### src/hdl/blmf_rem.sv
// ---------------------------------------------------------------------------
// blmf_rem
// Restoring remainder unit: 32-bit dividend modulo a narrow divisor,
// one dividend bit a cycle.
// ---------------------------------------------------------------------------
`default_nettype none
module blmf_rem #(
  parameter int BW = 17
) (
  input  wire logic          clk,
  input  wire logic          rst,
  input  wire logic          start,
  input  wire logic [31:0]   dividend,
  input  wire logic [BW-1:0] divisor,
  output logic               done,
  output logic [BW-1:0]      rem
);
  logic [31:0] quo;
  logic [4:0]  cnt;
  logic        busy;
  logic [BW:0] r2;
  logic [BW:0] dsr;

  assign r2  = {rem, quo[31]};
  assign dsr = {1'b0, divisor};

  always_ff @(posedge clk) begin
    if (rst) begin
      busy <= 1'b0;
      done <= 1'b0;
    end else begin
      done <= 1'b0;
      if (start) begin
        busy <= 1'b1;
        cnt  <= '0;
        quo  <= dividend;
        rem  <= '0;
      end else if (busy) begin
        quo <= {quo[30:0], 1'b0};
        cnt <= cnt + 5'd1;
        if (r2 >= dsr) begin
          rem <= BW'(r2 - dsr);
        end else begin
          rem <= r2[BW-1:0];
        end
        if (cnt == 5'd31) begin
          busy <= 1'b0;
          done <= 1'b1;
        end
      end
    end
  end
endmodule
`default_nettype wire

### config.mk
export PLATFORM = sky130hd
export DESIGN_NAME = blmf_rem
export DESIGN_NICKNAME = d
export VERILOG_FILES = /design/src/hdl/blmf_rem.sv
export SDC_FILE = /design/constraint.sdc
export NUM_CORES = 1
export LEC_CHECK = 0
export BUFFER_PORTS_ARGS = -buffer_cell sky130_fd_sc_hd__buf_2
export CORE_UTILIZATION = 38
export CTS_CLUSTER_SIZE = 30
export DETAILED_ROUTE_END_ITERATION = 10
export GPL_TIMING_DRIVEN = 0
export PLACE_DENSITY_LB_ADDON = 0.25
export SETUP_SLACK_MARGIN = 0.5
export SYNTH_ARGS = -nofsm -noshare
export SYNTH_HDL_FRONTEND = slang
export SYNTH_SLANG_ARGS = --single-unit
### constraint.sdc
create_clock -name clk -period 8.7 [get_ports clk]
set_input_delay 0.435 -clock clk [delete_from_list [all_inputs] [get_ports clk]]
set_output_delay 0.435 -clock clk [all_outputs]
set_load 0.005 [all_outputs]
**After elaboration in Yosys (flattened, before gate mapping)**

Cells that the tools add are included.

- Flip-flop bits (word level): 56
- Word-level logic and storage cells: 23

- $add $sub $neg: 2
- $lt $le $gt $ge: 1
- Equality and inequality tests: 1
- Mux-type cells: 9
- Bitwise operators: 2
- Reductions and logical operators: 3

Operators with widths:

| cell | number |
|---|---|
| 32-bit 2-to-1 mux | 2 |
| 17-bit 2-to-1 mux | 2 |
| 18-bit by 17-bit greater-or-equal comparator with 1-bit output | 1 |
| 17-bit subtractor | 1 |
| 5-bit by 1-bit adder with 5-bit output, second input constant | 1 |
| 5-bit equality test, second input constant | 1 |
| 5-bit 2-to-1 mux | 1 |
| 1-bit 2-to-1 mux | 4 |
| 3-bit OR reduction | 1 |
| 1-bit NOT | 2 |
| 2-bit AND reduction | 1 |
| 2-bit nonzero test | 1 |

**Longest topological paths before layout**

- Word-level depth: 4
- Mapped depth: 11
- Gate-level depth less buffers: 10

**Least setup slack after synthesis**

OpenSTA, ideal clock, no wires.

- Path type: input to register
- From: input start
- To: register cnt[0], enable pin
- Data arrival time: 3.242 ns
- Required time: 8.234 ns
- Setup slack: 4.992 ns
- Stages on the path: 4
- Path buffers: 2
- Cell sequence: buf_6 -> clkbuf_1 -> nor2_1 -> nor2_1

- Word-level cells in the longest chain between the ends: 2

RTL lines:

| item | RTL line | text |
|---|---|---|
| start: declaration | 12 | `input wire logic start,` |
| 2-bit nonzero test (no line) | n/a |  |
| 2-bit AND reduction (no line) | n/a |  |
| end signal: assignment | 40 | `cnt <= cnt + 5'd1;` |
| end: declaration | 19 | `logic [4:0] cnt;` |

No other way between the ends.
A chain may end at the register's enable or synchronous reset.

**Final worst setup path**

- From: register quo[31]
- To: register rem[15] (data pin)

- Word-level cells in the longest chain between the ends: 3

RTL lines:

| item | RTL line | text |
|---|---|---|
| start: declaration | 18 | `logic [31:0] quo;` |
| start signal: assignment | 36 | `quo <= dividend;` |
| start signal: assignment | 39 | `quo <= {quo[30:0], 1'b0};` |
| 17-bit subtractor / 18-bit by 17-bit greater-or-equal comparator with 1-bit output (equally long branches) | 42, 41 |  |
| 17-bit 2-to-1 mux (*) | 41 | `if (r2 >= dsr) begin` |
| 17-bit 2-to-1 mux (*) | 38 | `end else if (busy) begin` |
| end signal: assignment | 42 | `rem <= BW'(r2 - dsr);` |
| end signal: assignment | 44 | `rem <= r2[BW-1:0];` |
| end: declaration | 16 | `output logic [BW-1:0] rem` |

Mark *: on every way between the ends. The rest lies on a longest branch, timed or not. The select of a mux whose other input is x is not followed.

==> results.md <==
- Pwr Density: 178 mW/mm^2
- CP max stage delay: 0.44 ns
- Largest net degree at the start of global routing: 26
- Kind of critical path: reg2reg
- Crit. path cell count: 11
- Critical path cell sequence: inv_1 -> ha_1 -> inv_1 -> fa_1 -> a21oi_1 -> o211ai_1 -> a221oi_2 -> o21ai_4 -> buf_4 -> o21ai_0 -> a21oi_1
- Clock network power share: 28.1%
- Die W: 96.2 microns
- Fmax: 371 MHz
- Crit. End Element: flop
- Sw Ratio: 27.1%
- Tcrit/Tclk final: 31.0%
- NumNets Final: 439
- FF/Latch Area: 0.00166 sq mm
- I/O pin cnt: 70
- Worst rel slew slack: 64.3%
- Cells on worst reg2reg path: 11
- Synth warn: 0
- Gr busiest metal: met2
- Switching power: 0.195 mW
- Placed Instances: 468
- RSZ-0062 raised after global routing: no
- Int Pwr: 0.524 mW
- CTS sink count: 56
- Setup Viol. Count Final: 0
- Syn Nets: 362
- Worst Max-Slew Pin Slew: 0.535 ns
- Share of post-route cells with drive strength above 1: 33.5%
- CTS root buf: clkbuf_8
- DR iter-0 viols: 79
- Yosys cell types: 47
- Post-CTS Setup Bufs: 0
- Post-synthesis sequential element count: 56
- Sequential area share after synthesis: 49.3%
- Number of synthesized flops with an enable pin: 54
- Top cell family by delay on the critical path: compound AO/OA/AOI/OAI gates
- Outcome: finished, final reports clean
- CTS resizes: 0
- Gate power share: 25.6%
- Clock slew at reported path FFs: 0.11 ns
- Port bufs: 68
- Synth cell count leaders: 54 x edfxtp_1, 31 x mux2_2, 25 x a21oi_1
- Max Slew Vio Count: 0
- Period minus WS final: 2.70 ns
- Met2 Track Usage GR: 27.4%
- RD Place Congestion: 0.835
- Worst EP required: 8.77 ns
- Num rows: 34
- Synth Instances: 290
- Post-CTS Hold Buffers: 0
- Congestion Overflow GR: 0
- Post-synth top flop: edfxtp_1
- Initial core utilization: 39.1%
- # H-tree levels: 2
- Top cells by area, synth: edfxtp_1 48%, mux2_2 10%, ha_1 7.0%
- Die H: 96.2 microns
- Mapped cell area: 0.00337 sq mm
- Area leader, netlist: edfxtp_1
- Skew final: 0.0131 ns
- Crit-path slowest cell: fa_1
- Hold Crit Class: in2reg
- Worst hold stages: 2
- DR pass1 iterations: 6
- Worst-Skew Late Latency: 0.31 ns
- Fin Setup TNS: 0 ns
- Core Box Area: 0.00864 sq mm
- VDD IR max: 88.3 uV
- Final hold violation count: 0
- FFs w/ async S/R, synth: 0%
- Critical path launch point type: flop
- GRT Resource Usage Total: 15.4%
- Max FO, Critical Path: 10
- Max cap viols: 0
- Synth top area share: 48.1%
- Worst Path Arrival: 2.77 ns
- CP Buf/Inv Count: 3
- DRC: 0
- DRT Wirelength: 6.71 mm
- Met1 Usage GRT: 18.8%
- Post-route ant nets: 0
- Via count: 2431
- TritonCTS clock tree: built
- Area Overhead vs Synth: 19.5%
- DP Wirelength: 5.06 mm
- CTS Buf Count: 5
- CTS Buffer Depth: 2
- Synthesized area per cell: 11.6 sq um
- Flop pwr share: 46.3%
- Area of the multi-input gates: 0.00158 sq mm
- Met3 Usage GRT: 3.71%
- Initial antenna violation count: 0
- Number of global-route vias before repair: 2344
- Most frequent cell after synthesis: edfxtp_1
- Global-route wire length before repair: 10.9 mm
- Drt via density: 5.12
- Fill cells: 856
- Average wire per standard cell: 14.1 microns
- Area of the die: 0.00926 sq mm
- Leak pwr: 1.69 nW
- Final Non-Filler Cells: 475
- Antenna cells: 0
==> logic make-up (layout without fill, tap and decap cells) <==
family | Yosys count | count (layout) | synth area share [%]
AOI/OAI and AO/OA | 70 | 70 | 13.9
xor gates and xnor gates | 13 | 13 | 3.38
adders and majority gates | 20 | 20 | 7.64
buffers and inverters | 29 | 106 | 4.12
DFF | 56 | 56 | 49.3
muxes | 38 | 38 | 12.4
and+or+nand+nor | 64 | 64 | 9.24
==> final timing paths <==
check,startpoint,endpoint,slack [ns]
setup / recovery,quo[31],rem[15],6.00
hold / removal,rst,busy,0.33
setup reg to reg,quo[31],rem[15],6.00
hold reg to reg,busy,done,0.48
==> power groups by stage <==
stage | logic (mW) | registers, mW | clock network (mW)
finish | 0.184 | 0.333 | 0.202
floorplan | 0.133 | 0.339 | 0
global placement | 0.178 | 0.341 | 0
detailed placement | 0.185 | 0.340 | 0
global route | 0.208 | 0.336 | 0.213
CTS | 0.186 | 0.334 | 0.207
==> stage by stage <==
stage                     instance area (sq um)  hold WS, ns  total power [mW]  setup WS, ns  utilization [%]
after global routing                       4030        0.342             0.757          5.77             46.7
after detailed placement                   3900        0.472             0.525          5.88             45.2
after CTS                                  4030        0.328             0.727          5.96             46.7
after floorplan                            3370        0.444             0.472          4.99                -
after global placement                     3850        0.453             0.520          3.76             44.6
final                                      4030        0.334             0.720          6.00             46.7
==> cell type report <==
| class | count | share of cell area, % |
|---|---|---|
| buffer | 9 | 1.58 |
| clock buffer | 5 | 1.71 |
| clock inverter | 2 | 1.49 |
| inverter | 20 | 1.86 |
| multi-input combinational | 205 | 39.2 |
| sequential | 56 | 41.2 |
| tap | 108 | 3.35 |
| timing repair buffer | 70 | 9.62 |
==> layout by cell type, fill, tap and decap left out, drive strengths merged, types with 4 or more instances in the layout <==
| master | instances |
|---|---|
| xor2 | 5 |
| nand3 | 5 |
| nor3 | 4 |
| a21oi | 25 |
| ha | 19 |
| nor2 | 21 |
| mux2i | 7 |
| clkbuf | 9 |
| xnor2 | 8 |
| a21o | 6 |
| o21ai | 12 |
| and2 | 4 |
| inv | 20 |
| nand2 | 17 |
| mux2 | 31 |
| o211ai | 5 |
| edfxtp | 54 |
| o21a | 6 |
| buf | 75 |
| a211oi | 6 |
==> flip-flops by register name (all words and copies together), names as in the netlist <==
signal and cells:
cnt 5, quo 32, busy 1, rem 17
done 1
==> per-layer routing <==
layer | routed length (microns) | part of all wire (%)
met4 | 57 | 0.85
met3 | 348 | 5.2
met2 | 3290 | 49
met1 | 3010 | 45
met5 | 0 | 0
(Power assumes the default switching activity.)
